File: config.mk
export PLATFORM = sky130hd
export DESIGN_NAME = cursor_sprite_expander
export DESIGN_NICKNAME = d
export VERILOG_FILES = /design/src/hdl/csx_pkg.sv /design/src/hdl/csx_cfg_regs.sv /design/src/hdl/csx_packer.sv /design/src/hdl/cursor_sprite_expander.sv
export SDC_FILE = /design/constraint.sdc
export NUM_CORES = 1
export LEC_CHECK = 0
export ABC_AREA = 0
export BUFFER_PORTS_ARGS = -buffer_cell sky130_fd_sc_hd__buf_2
export CORE_MARGIN = 5
export CORE_UTILIZATION = 35
export DETAILED_ROUTE_END_ITERATION = 6
export SLEW_MARGIN = 20
export SYNTH_ARGS = -nofsm -noshare
export SYNTH_HDL_FRONTEND = slang
export SYNTH_HIERARCHICAL = 1
export SYNTH_SLANG_ARGS = --single-unit
File: constraint.sdc
create_clock -name clk -period 6.1 [get_ports clk]
set_input_delay 0.61 -clock clk [delete_from_list [all_inputs] [get_ports clk]]
set_output_delay 0.61 -clock clk [all_outputs]
set_load 0.005 [all_outputs]
File: src/hdl/csx_pkg.sv
`timescale 1ns / 1ps
// ----------------------------------------------------------------------------
// csx_pkg: shared types, constants and functions of the cursor sprite expander
// Holds the register map, the configuration and result structures and the
// byte to 2-bit code expansion.
// ----------------------------------------------------------------------------
package csx_pkg;

  // Sprite store geometry. Offsets are byte offsets that wrap at the store size.
  localparam int STORE_BYTES   = 4096;
  localparam int OFFSET_W      = $clog2(STORE_BYTES);
  localparam int MAX_ROW_BYTES = 8;
  localparam int COL_W         = 3;
  localparam int WIDTH_W       = 4;
  localparam int STRIDE_W      = 7;

  // Configuration register indexes.
  localparam logic [1:0] REG_XOR_MODE    = 2'd0;
  localparam logic [1:0] REG_ROW_BYTES   = 2'd1;
  localparam logic [1:0] REG_LINE_STRIDE = 2'd2;

  localparam logic [WIDTH_W-1:0]  ROW_BYTES_RST   = 4'd8;
  localparam logic [STRIDE_W-1:0] LINE_STRIDE_RST = 7'd16;

  // Two-bit pixel codes.
  localparam logic [1:0] CODE_CLEAR = 2'b00;
  localparam logic [1:0] CODE_BG    = 2'b01;
  localparam logic [1:0] CODE_FG    = 2'b10;

  typedef struct packed {
    logic                xor_mode;
    logic [WIDTH_W-1:0]  row_bytes;
    logic [STRIDE_W-1:0] line_stride;
  } cfg_t;

  typedef struct packed {
    logic                has_result;
    logic [OFFSET_W-1:0] offset;
    logic [31:0]         data;
    logic                is_word;
  } result_t;

  // Expands eight pixels into eight 2-bit codes, pixel k in bits 2k+1..2k.
  function automatic logic [15:0] expand_byte(input logic [7:0] img,
                                              input logic [7:0] msk);
    logic [15:0] h;
    h = '0;
    for (int k = 0; k < 8; k++) begin
      if (!msk[k]) begin
        h[2*k +: 2] = CODE_CLEAR;
      end else if (img[k]) begin
        h[2*k +: 2] = CODE_FG;
      end else begin
        h[2*k +: 2] = CODE_BG;
      end
    end
    return h;
  endfunction

endpackage

File: src/hdl/csx_cfg_regs.sv
`timescale 1ns / 1ps
// ----------------------------------------------------------------------------
// csx_cfg_regs: configuration registers
// Holds combine mode, row width and line stride, written over the
// configuration channel.
// ----------------------------------------------------------------------------
module csx_cfg_regs (
  input  logic                  clk,
  input  logic                  rst_n,
  input  logic                  wr_en,
  input  logic [1:0]            wr_index,
  input  logic [6:0]            wr_data,
  output csx_pkg::cfg_t         cfg
);
  import csx_pkg::*;

  cfg_t cfg_r;

  // Register writes; an index beyond the map is ignored.
  always_ff @(posedge clk) begin
    if (!rst_n) begin
      cfg_r.xor_mode    <= 1'b0;
      cfg_r.row_bytes   <= ROW_BYTES_RST;
      cfg_r.line_stride <= LINE_STRIDE_RST;
    end else if (wr_en) begin
      unique case (wr_index)
        REG_XOR_MODE:    cfg_r.xor_mode    <= wr_data[0];
        REG_ROW_BYTES:   cfg_r.row_bytes   <= wr_data[WIDTH_W-1:0];
        REG_LINE_STRIDE: cfg_r.line_stride <= wr_data[STRIDE_W-1:0];
        default: ;
      endcase
    end
  end

  assign cfg = cfg_r;

endmodule

File: src/hdl/csx_packer.sv
`timescale 1ns / 1ps
// ----------------------------------------------------------------------------
// csx_packer: pixel expansion and write packing
// Expands one byte to sixteen code bits, pairs halfwords into words and
// tracks the column, the row base offset and the pending halfword.
// ----------------------------------------------------------------------------
module csx_packer (
  input  logic                  clk,
  input  logic                  rst_n,
  input  csx_pkg::cfg_t         cfg,
  input  logic [7:0]            image_byte,
  input  logic [7:0]            mask_byte,
  input  logic                  start_of_image,
  input  logic                  advance,
  output csx_pkg::result_t      res
);
  import csx_pkg::*;

  logic [COL_W-1:0]    column_r,  column_nxt;
  logic [OFFSET_W-1:0] row_base_r, row_base_nxt;
  logic [15:0]         held_r,    held_nxt;

  logic [COL_W-1:0]    col;
  logic [OFFSET_W-1:0] base;
  logic [15:0]         held;
  logic [WIDTH_W-1:0]  width;
  logic [7:0]          comb_byte;
  logic [15:0]         half;
  logic                row_end;

  // A new image restarts at column zero, offset zero, nothing pending.
  assign col  = start_of_image ? '0 : column_r;
  assign base = start_of_image ? '0 : row_base_r;
  assign held = start_of_image ? '0 : held_r;

  // Row width clamped to one through the maximum.
  always_comb begin
    if (cfg.row_bytes == '0) begin
      width = WIDTH_W'(1);
    end else if (cfg.row_bytes > WIDTH_W'(MAX_ROW_BYTES)) begin
      width = WIDTH_W'(MAX_ROW_BYTES);
    end else begin
      width = cfg.row_bytes;
    end
  end

  // Combine image with mask and expand to codes.
  assign comb_byte = cfg.xor_mode ? (image_byte ^ mask_byte) : (image_byte & mask_byte);
  assign half      = expand_byte(comb_byte, mask_byte);
  assign row_end   = ({1'b0, col} + WIDTH_W'(1)) >= width;

  // An odd column completes a word; an even column at row end writes a halfword.
  // Both cases land at the even-column byte offset, four bytes per column pair.
  always_comb begin
    res.has_result = col[0] | row_end;
    res.is_word    = col[0];
    res.offset     = base + OFFSET_W'({col[COL_W-1:1], 2'b00});
    res.data       = col[0] ? {half, held} : {16'h0000, half};
  end

  // Next state of the row tracking.
  always_comb begin
    held_nxt = res.has_result ? 16'h0000 : half;
    if (row_end) begin
      column_nxt   = '0;
      row_base_nxt = base + OFFSET_W'(cfg.line_stride);
    end else begin
      column_nxt   = col + COL_W'(1);
      row_base_nxt = base;
    end
  end

  always_ff @(posedge clk) begin
    if (!rst_n) begin
      column_r   <= '0;
      row_base_r <= '0;
      held_r     <= '0;
    end else if (advance) begin
      column_r   <= column_nxt;
      row_base_r <= row_base_nxt;
      held_r     <= held_nxt;
    end
  end

endmodule

File: src/hdl/cursor_sprite_expander.sv
`timescale 1ns / 1ps
// ----------------------------------------------------------------------------
// cursor_sprite_expander: monochrome cursor to 2-bit sprite write packer
// Top level with input register, packer, result register and configuration.
// ----------------------------------------------------------------------------
// The block takes one image byte and one mask byte per transfer and turns
// them into 2-bit pixel codes, emitting a 32-bit write for every pair of
// bytes in a row and a 16-bit write for an odd last byte. It sustains one
// input transfer per clock while the input is not stalled: an item is held in
// the input register, is expanded and packed in a single pass, and its write
// is then loaded into the output register, which drives out_valid. The
// input stalls only while the output register holds a write that is not
// taken and the item in the input register also produces a write.
// Configuration writes are accepted every cycle and must only be issued
// while the block is idle.
module cursor_sprite_expander (
  input  logic        clk,
  input  logic        rst_n,
  input  logic        cfg_valid,
  output logic        cfg_ready,
  input  logic [1:0]  cfg_index,
  input  logic [6:0]  cfg_data,
  input  logic        in_valid,
  output logic        in_stall,
  input  logic [7:0]  in_image_byte,
  input  logic [7:0]  in_mask_byte,
  input  logic        in_start_of_image,
  output logic        out_valid,
  input  logic        out_stall,
  output logic [11:0] out_write_offset,
  output logic [31:0] out_write_data,
  output logic        out_write_is_word
);
  import csx_pkg::*;

  cfg_t    cfg;
  result_t res;

  logic        s0_valid_r;
  logic [7:0]  s0_image_r;
  logic [7:0]  s0_mask_r;
  logic        s0_sof_r;
  logic        s0_go;
  logic        in_xfer;
  logic        out_xfer;

  logic                out_valid_r;
  logic [OFFSET_W-1:0] out_offset_r;
  logic [31:0]         out_data_r;
  logic                out_is_word_r;

  // Configuration registers, always ready.
  assign cfg_ready = 1'b1;

  csx_cfg_regs u_cfg (
    .clk      (clk),
    .rst_n    (rst_n),
    .wr_en    (cfg_valid & cfg_ready),
    .wr_index (cfg_index),
    .wr_data  (cfg_data),
    .cfg      (cfg)
  );

  // The held item moves on when it makes no write or the output slot frees.
  assign out_xfer = out_valid_r & ~out_stall;
  assign s0_go    = s0_valid_r & (~res.has_result | ~out_valid_r | ~out_stall);
  assign in_stall = s0_valid_r & ~s0_go;
  assign in_xfer  = in_valid & ~in_stall;

  // Input register.
  always_ff @(posedge clk) begin
    if (!rst_n) begin
      s0_valid_r <= 1'b0;
    end else if (in_xfer) begin
      s0_valid_r <= 1'b1;
    end else if (s0_go) begin
      s0_valid_r <= 1'b0;
    end
  end

  always_ff @(posedge clk) begin
    if (in_xfer) begin
      s0_image_r <= in_image_byte;
      s0_mask_r  <= in_mask_byte;
      s0_sof_r   <= in_start_of_image;
    end
  end

  csx_packer u_packer (
    .clk            (clk),
    .rst_n          (rst_n),
    .cfg            (cfg),
    .image_byte     (s0_image_r),
    .mask_byte      (s0_mask_r),
    .start_of_image (s0_sof_r),
    .advance        (s0_go),
    .res            (res)
  );

  // Result register.
  always_ff @(posedge clk) begin
    if (!rst_n) begin
      out_valid_r <= 1'b0;
    end else if (s0_go && res.has_result) begin
      out_valid_r <= 1'b1;
    end else if (out_xfer) begin
      out_valid_r <= 1'b0;
    end
  end

  always_ff @(posedge clk) begin
    if (s0_go && res.has_result) begin
      out_offset_r  <= res.offset;
      out_data_r    <= res.data;
      out_is_word_r <= res.is_word;
    end
  end

  assign out_valid         = out_valid_r;
  assign out_write_offset  = out_offset_r;
  assign out_write_data    = out_data_r;
  assign out_write_is_word = out_is_word_r;

  // A write never overwrites one that is still waiting downstream.
  a_no_overwrite : assert property (@(posedge clk) disable iff (!rst_n)
    (s0_go && res.has_result) |-> !(out_valid_r && out_stall))
    else $error("result register overwritten while stalled");

  // A row-end halfword carries zeros in its upper half.
  a_half_upper_zero : assert property (@(posedge clk) disable iff (!rst_n)
    (out_valid_r && !out_is_word_r) |-> (out_data_r[31:16] == 16'h0000))
    else $error("halfword write with nonzero upper half");

  // The input stalls only while an item is held.
  a_stall_held : assert property (@(posedge clk) disable iff (!rst_n)
    in_stall |-> (s0_valid_r && out_valid_r && out_stall))
    else $error("input stalled without a blocked item");

endmodule
==> flow_summary.toml, run 1 <==
[outcome]
status = "completed"

[pwr]
vdd_drop_max_v = 0.000136
power_density_nw_per_um2 = 257
p_leak_nw = 2.28

[critical_path]
cp.required_ns = 6.37
crit_chain = "inv_1 -> nand2_1 -> buf_4 -> inv_1 -> buf_4 -> ha_1 -> nand2b_4 -> a2111oi_4 -> or2_2 -> nand2_1 -> a31oi_2 -> buf_4 -> nor3b_1 -> buf_4 -> and4bb_2 -> mux2i_1"
cp_top_family = "buffers and inverters"
crit_fanout = 34
critPathKind = "register to register"
startpoint_type = "register"
crit_slowest_cell = "edfxtp_1"
cp.buffers_inverters = 6
max_stage_delay_ns = 0.72
arrival_ns = 5.04
critPathCaptureType = "register"
cp_common_cell = "buf_4"

[place]
preCtsSetupSlack_ns = 1.36
portBuffers = 77
dp.cells = 698
dp_hpwl_um = 7460
place_congestion = 0.834

[clocking]
clk_pin_slew_ns = 0.07
clk_latency_ns = 0.35
holdBufCountCts = 0
numCtsBuffers = 9
cts_htree_levels = 3
cts_resized = 0
clockBufferDepth = 2
post_cts_buffers = 0
clock-sinks = 107
cts_tree = "done"
root_buffer = "clkbuf_16"

[floorplanning]
start_util = 0.357
num_io_pins = 79
die_w_um = 129
dieHeight_um = 129
coreArea_um2 = 13900
die_area_um2 = 16700
row_count = 43

[layout]
finalNonFillerCells = 714
nets = 584
insertedDiodeCount = 0
drive_above_1_share = 0.238
mostFrequentLayoutCell = "buf_2"
syn2layout_area_growth_pct = 17.9
mostFrequentLayoutCells = "77 x buf_2, 67 x nand2_1, 62 x edfxtp_1"

[yosys]
synth_cell_type_count = 51
synthesis.nets = 510
async_flop_share = 0
synth_top_area_frac = 0.375
synthTopCellsByArea = "edfxtp_1 38%, dfxtp_1 18%, ha_1 5.5%"
syn_area_per_cell_um2 = 10.9
yosysSeqAreaShare = 0.557
synth_top_area_cell = "edfxtp_1"
syn_inst = 455
synth-edff-count = 62
synth_warnings = 6
synth_flop_cell = "edfxtp_1"
syn_area_um2 = 4960
synth_seq_cells = 107

[sta]
min_period_ns = 4.77
setup_violations = 0
setup_ws_ns = 1.33
holdWs_ns = 0.436
finalSetupTns_ns = 0
relSlewSlack = 0.303
rsz0062_at_grt = "false"
fmax_mhz = 210
slew_viol_final = 0
finalCritPeriodShare = 0.782
tightest_slew_ns = 1.04
skew_ns = 0.00479
finalHoldViolations = 0

[global_route]
first_global_vias = 3354
antenna_found_initial = 0
grt_max_degree = 61
grt_pass1_wl_um = 16800
overflow = 0
grtUsageTotal = 0.129

[detailed_routing]
vias = 3408
drc_errors = 0
final_antenna_net_count = 0
route.met3.wl_um = 589
drt-total-wl_um = 10300
vias_per_cell = 4.77
topRoutingLayerUsed = "met4"
routedWlPerCell_um = 14.4
drtPass1Iterations = 4
drt_iter0_drc = 198
met2_length_um = 4420
wl_met1_um = 5000

[min_path]
hold_class = "input port to register"

[job]
maxCapViolations = 0
## routing by layer
metal  global-route usage  up-vias
met2                0.187       82
met1                0.179     1567
li1                     -     1739
met3               0.0367       20
met4               0.0581        0
met5                    0        -
## area by class of cell
| class | count | area, µm² |
|---|---|---|
| Clock buffer | 11 | 233 |
| Clock inverter | 5 | 86.3 |
| Fill cell | 1345 | 8030 |
| Inverter | 30 | 113 |
| Multi-Input combinational cell | 299 | 2010 |
| Sequential cell | 107 | 2760 |
| Tap cell | 180 | 225 |
| Timing Repair Buffer | 82 | 423 |
## power breakdown
part           switching, W  internal [W]  leakage (nW)  total (W)
Sequential        0.0000123      0.000784         0.924   0.000796
Clock              0.000252      0.000363         0.154   0.000615
Combinational     0.0000555     0.0000400          1.20  0.0000954
## synth_stat cells, drive strengths merged, types with 2 or more instances
cell	n
a211o	2
ha	22
a21oi	6
o21a	3
edfxtp	62
a21o	2
a21boi	7
buf	7
nand3	9
clkbuf	12
and4bb	2
xor2	5
mux2i	15
nor3	2
and3	3
xnor2	6
nand2b	5
nand2	67
o211ai	2
o21bai	2
mux2	7
or2	9
fa	2
and2	17
dfxtp	45
nor3b	2
a31o	2
o22ai	18
nor2b	15
a211oi	2
o21ai	24
nor2	24
nand4	5
inv	30
nand3b	3
## stage by stage
stage / cell area [µm²] / total power, W / util
after floorplan: 4960 / 0.000872 / -
after global placement: 5530 / 0.000905 / 0.398
after detailed placement: 5530 / 0.000908 / 0.398
after CTS: 5850 / 0.00153 / 0.421
after global routing: 5850 / 0.00158 / 0.421
final: 5850 / 0.00151 / 0.421
## path summary, 6_finish.rpt
| path | from | end | slack [ns] | cells past startpoint |
|---|---|---|---|---|
| setup / recovery | s0_sof_r$_DFFE_PP_ | u_packer/row_base_r[11]$_SDFFE_PN0P_ | 1.33 | 16 |
| hold / removal | in_mask_byte[6] | s0_mask_r[6]$_DFFE_PP_ | 0.44 | 1 |
| setup reg to reg | s0_sof_r$_DFFE_PP_ | u_packer/row_base_r[11]$_SDFFE_PN0P_ | 1.33 | 16 |
| hold reg to reg | u_packer/row_base_r[0]$_SDFFE_PN0P_ | u_packer/row_base_r[0]$_SDFFE_PN0P_ | 0.46 | 2 |
## kinds of logic after synthesis
family,after synthesis,synth area share
AOI/OAI and AO/OA,74,0.100
xor gates and xnor gates,11,0.0194
adders and majority gates,24,0.0635
buffers and inverters,49,0.0429
DFF,107,0.557
muxes,22,0.0461
other,1,0.000756
and+or+nand+nor,167,0.170
## sequential cells by signal (all words and copies together), names as in the netlist
signal               count
s0_mask_r                8
s0_sof_r                 1
out_valid                1
s0_image_r               8
u_cfg/cfg               12
u_packer/held_r         16
out_write_is_word        1
out_write_data          32
u_packer/column_r        3
u_packer/row_base_r     12
out_write_offset        12
s0_valid_r               1
## worst register-to-register path, cell delays in order, from the launching register on
cell and delay (ns):
edfxtp_1 0.72, inv_1 0.16, nand2_1 0.10, buf_4 0.26, inv_1 0.09, buf_4 0.23
ha_1 0.32, nand2b_4 0.15, a2111oi_4 0.44, or2_2 0.23, nand2_1 0.12, a31oi_2 0.65
buf_4 0.31, nor3b_1 0.25, buf_4 0.22, and4bb_2 0.25, mux2i_1 0.19
Note: power is estimated with default switching activity, not from simulation.
==> run 2: changes to the inputs <==
clock period = 3.85 ns   (was 6.1 ns; I/O delays follow)
==> run 2 against run 1 <==
Wire length decreased by 0.35%; final area up 0.43%; global-route usage increased by 0.055 points; total power is 55% higher; die area stayed put; clock skew is 0.0026 ns higher; setup slack worse by 1.0 ns; sequential cell count unchanged; clock-buffer cell count decreased by 1; sequential share of layout area fell by 0.20 points; maximum frequency up 35%.
==> flow_summary.toml, run 2 (synthesis gave the netlist of run 1 again) <==
[detailed_routing]
drtPass1Iterations = 5
final_antenna_net_count = 0
vias_per_cell = 4.77
routedWlPerCell_um = 14.3
drt-total-wl_um = 10200
drc_errors = 0
vias = 3422
drt_iter0_drc = 231

[critical_path]
worstRegToRegCells = 13
critPathKind = "register to register"
cp.required_ns = 4.12
endpoint = "u_packer/row_base_r[9]$_SDFFE_PN0P_"
crit_fanout = 15
cp_top_family = "simple AND/OR/NAND/NOR gates"
rrSetupSlack_ns = 0.32
startpoint_type = "register"
cp.depth = 13
crit_slowest_cell = "a2111oi_4"
max_stage_delay_ns = 0.45
cp.buffers_inverters = 3
regToRegStartpoint = "s0_sof_r$_DFFE_PP_"
critPathCaptureType = "register"
startpoint = "s0_sof_r$_DFFE_PP_"
arrival_ns = 3.80
crit_chain = "inv_1 -> nand2_1 -> clkinvlp_4 -> ha_1 -> ha_1 -> a2111oi_4 -> or2_2 -> nand2_1 -> a31oi_2 -> nor3b_1 -> buf_4 -> and4bb_2 -> mux2i_1"
timing.rr.end = "u_packer/row_base_r[9]$_SDFFE_PN0P_"

[global_route]
grt_pass1_wl_um = 16800
antenna_found_initial = 0
overflow = 0
first_global_vias = 3416
grtUsageTotal = 0.129
grt_max_degree = 61

[layout]
mostFrequentLayoutCell = "buf_2"
syn2layout_area_growth_pct = 18.4
largest_reg_flops = 32
drive_above_1_share = 0.246
stdcell_area_um2 = 5870
nets = 587
insertedDiodeCount = 0
mostFrequentLayoutCells = "77 x buf_2, 67 x nand2_1, 62 x edfxtp_1"

[clocking]
numCtsBuffers = 9
post_cts_buffers = 0
cts_htree_levels = 3
cts_resized = 0
clockBufferDepth = 2
cts_tree = "done"
holdBufCountCts = 0
clock-sinks = 107
clk_pin_slew_ns = 0.07
root_buffer = "clkbuf_16"
clk_latency_ns = 0.35

[floorplanning]
start_util = 0.357
coreArea_um2 = 13900
dieHeight_um = 129
die_w_um = 129
num_io_pins = 79
die_area_um2 = 16700
row_count = 43

[sta]
setup_violations = 0
finalCritPeriodShare = 0.918
finalSetupTns_ns = 0
skew_ns = 0.00738
relSlewSlack = 0.365
tightest_slew_ns = 0.953
rsz0062_at_grt = "false"
slew_viol_final = 0
finalHoldViolations = 0
fmax_mhz = 283
min_period_ns = 3.53

[place]
place_area_um2 = 5570
dp_hpwl_um = 7350
portBuffers = 77
place_congestion = 0.777

[job]
maxCapViolations = 0

[outcome]
status = "completed"

[pwr]
vdd_drop_max_v = 0.000203
power_density_nw_per_um2 = 396
p_leak_nw = 2.28

[min_path]
hold_class = "input port to register"
## run 2: worst min-delay path by stage
stage	from	endpoint	cells after the start
2_1_floorplan	u_packer/row_base_r[0]$_SDFFE_PN0P_	u_packer/row_base_r[0]$_SDFFE_PN0P_	2
3_3_place_gp	u_packer/row_base_r[0]$_SDFFE_PN0P_	u_packer/row_base_r[0]$_SDFFE_PN0P_	2
3_5_place_dp	u_packer/row_base_r[0]$_SDFFE_PN0P_	u_packer/row_base_r[0]$_SDFFE_PN0P_	2
4_1_cts	in_mask_byte[0]	s0_mask_r[0]$_DFFE_PP_	1
5_1_grt	in_mask_byte[1]	s0_mask_r[1]$_DFFE_PP_	1
6_report	in_mask_byte[6]	s0_mask_r[6]$_DFFE_PP_	1
## run 2: stage by stage
| step | std cells | setup WS, ns | utilization | power (W) | hold WS [ns] |
|---|---|---|---|---|---|
| 6_report | 717 | 0.316 | 0.423 | 0.00233 | 0.209 |
| 5_1_grt | 717 | 0.0522 | 0.423 | 0.00243 | 0.197 |
| 4_1_cts | 717 | 0.206 | 0.422 | 0.00236 | 0.194 |
| 3_5_place_dp | 701 | 0.231 | 0.401 | 0.00144 | 0.446 |
| 3_3_place_gp | 701 | 0.487 | 0.401 | 0.00144 | 0.439 |
| 2_1_floorplan | 455 | 0.116 | - | 0.00138 | 0.431 |
## run 2: layout make-up
type | count | area, µm²
fill | 1356 | 8010
sequential | 107 | 2760
multi-input combinational | 299 | 2020
timing repair buffer | 85 | 458
clock buffer | 10 | 229
tap | 180 | 225
inverter | 30 | 116
clock inverter | 6 | 65.1
## run 2: routing by layer
metal	global-route usage	part of all wire
met4	0.0593	0.022
met3	0.0293	0.053
met2	0.202	0.45
met5	0	0
met1	0.172	0.47
## run 2: where the power goes
part | internal (W) | total [W] | switching, W
sequential | 0.00124 | 0.00126 | 0.0000164
combinational | 0.0000671 | 0.000159 | 0.0000922
clock | 0.000506 | 0.000911 | 0.000405
## run 2: worst register-to-register path: stages, from the launching register on
cell        delay [ns]
edfxtp_1          0.34
inv_1             0.07
nand2_1           0.13
clkinvlp_4        0.24
ha_1              0.38
ha_1              0.34
a2111oi_4         0.45
or2_2             0.25
nand2_1           0.11
a31oi_2           0.23
nor3b_1           0.25
buf_4             0.23
and4bb_2          0.26
mux2i_1           0.18
==> run 3: changes to the inputs <==
SETUP_SLACK_MARGIN = 0.4   (was unset)
clock period = 4 ns   (was 3.85 ns; I/O delays follow)
==> run 3 against run 2 <==
Total power grew 0.99%; register-to-register slack better by 0.31 ns; global-route usage fell by 0.19 points; core utilization rose by 0.59 points; final cell count grew 0.98%; clock skew down 0.0026 ns; die area unchanged; sequential power shrank 4%; combinational power about the same; highest routed layer unchanged.
==> flow_summary.toml, run 3 (synthesis gave the netlist of run 1 again) <==
[pwr]
power_density_nw_per_um2 = 395
vdd_drop_max_v = 0.000236
p_leak_nw = 2.34

[floorplanning]
num_io_pins = 79
die_area_um2 = 16700
start_util = 0.357
die_w_um = 129
dieHeight_um = 129
coreArea_um2 = 13900
row_count = 43

[sta]
setup_violations = 0
finalCritPeriodShare = 0.844
finalSetupTns_ns = 0
relSlewSlack = 0.380
fmax_mhz = 296
min_period_ns = 3.38
holdWs_ns = 0.222
rsz0062_at_grt = "false"
slew_viol_final = 0
tightest_slew_ns = 0.930
finalHoldViolations = 0
skew_ns = 0.00483

[critical_path]
critPathCaptureType = "register"
arrival_ns = 3.65
cp.required_ns = 4.27
critPathKind = "register to register"
startpoint_type = "register"
crit_fanout = 10

[place]
place_congestion = 0.830
dp_hpwl_um = 7330
place_area_um2 = 5560
portBuffers = 77

[clocking]
cts_tree = "done"
root_buffer = "clkbuf_16"
clockBufferDepth = 2
clk_pin_slew_ns = 0.07
clk_latency_ns = 0.34
numCtsBuffers = 9
cts_htree_levels = 3
clock-sinks = 107

[outcome]
status = "completed"

[layout]
mostFrequentLayoutCell = "buf_2"
insertedDiodeCount = 0
syn2layout_area_growth_pct = 20.0
stdcell_area_um2 = 5960
largest_reg_flops = 32
drive_above_1_share = 0.256
mostFrequentLayoutCells = "77 x buf_2, 67 x nand2_1, 62 x edfxtp_1"
nets = 594

[detailed_routing]
drtPass1Iterations = 5
drc_errors = 0
drt-total-wl_um = 10200
routedWlPerCell_um = 14.1
drt_iter0_drc = 226
vias = 3450
vias_per_cell = 4.77
final_antenna_net_count = 0

[global_route]
grtUsageTotal = 0.127
grt_pass1_wl_um = 16800
overflow = 0
grt_max_degree = 61
first_global_vias = 3373
antenna_found_initial = 0

[job]
maxCapViolations = 0

[min_path]
hold_class = "input port to register"
## run 3: power by group
group,switching [W],internal (W)
Sequential,0.0000165,0.00119
Clock,0.000406,0.000577
Combinational,0.0000883,0.0000677
Total,0.000511,0.00184
## run 3: final cells by class
type	count	area [µm²]
Clock inverter	5	91.3
Clock buffer	11	243
Multi-Input combinational cell	299	2020
Fill cell	1323	7920
Inverter	30	113
Sequential cell	107	2760
Timing Repair Buffer	92	502
Tap cell	180	225
## run 3: metrics by stage
step	std cells	setup WS [ns]	power [W]	util
finish	724	0.624	0.00235	0.429
global route	724	0.380	0.00245	0.429
CTS	718	0.462	0.00237	0.425
detailed placement	702	0.480	0.00139	0.401
global placement	702	0.630	0.00138	0.401
floorplan	455	0.403	0.00133	-
## run 3: timing repair
action	4_1_cts	5_1_grt
endpoints found under the setup margin	0	28
resized for setup	0	4
hold buffers	0	0
setup buffers	0	6
## run 3: final timing paths
| check | endpoint | slack, ns | from | depth (start not counted) |
|---|---|---|---|---|
| hold reg to reg | u_packer/row_base_r[3]$_SDFFE_PN0P_ | 0.47 | u_packer/row_base_r[3]$_SDFFE_PN0P_ | 2 |
| hold / removal | s0_image_r[6]$_DFFE_PP_ | 0.22 | in_image_byte[6] | 1 |
| setup reg to reg | u_packer/row_base_r[11]$_SDFFE_PN0P_ | 0.62 | s0_sof_r$_DFFE_PP_ | 14 |
| setup / recovery | u_packer/row_base_r[11]$_SDFFE_PN0P_ | 0.62 | s0_sof_r$_DFFE_PP_ | 14 |
## run 3: routing by layer
metal  up-vias  track usage  part of all wire
met5         -            0                 0
met4         0       0.0426             0.018
met3        16       0.0404             0.058
met2        86        0.193              0.45
met1      1592        0.173              0.47
li1       1756            -                 -
## run 3: critical path, cell delays in order (launching register included)
cell	delay, ns
edfxtp_1	0.45
inv_1	0.13
nand2_1	0.08
inv_1	0.11
ha_1	0.26
ha_1	0.34
a2111oi_4	0.45
or2_4	0.20
nand2_1	0.12
a31oi_4	0.21
buf_6	0.13
nor3b_1	0.18
buf_4	0.21
and4bb_2	0.25
mux2i_1	0.19
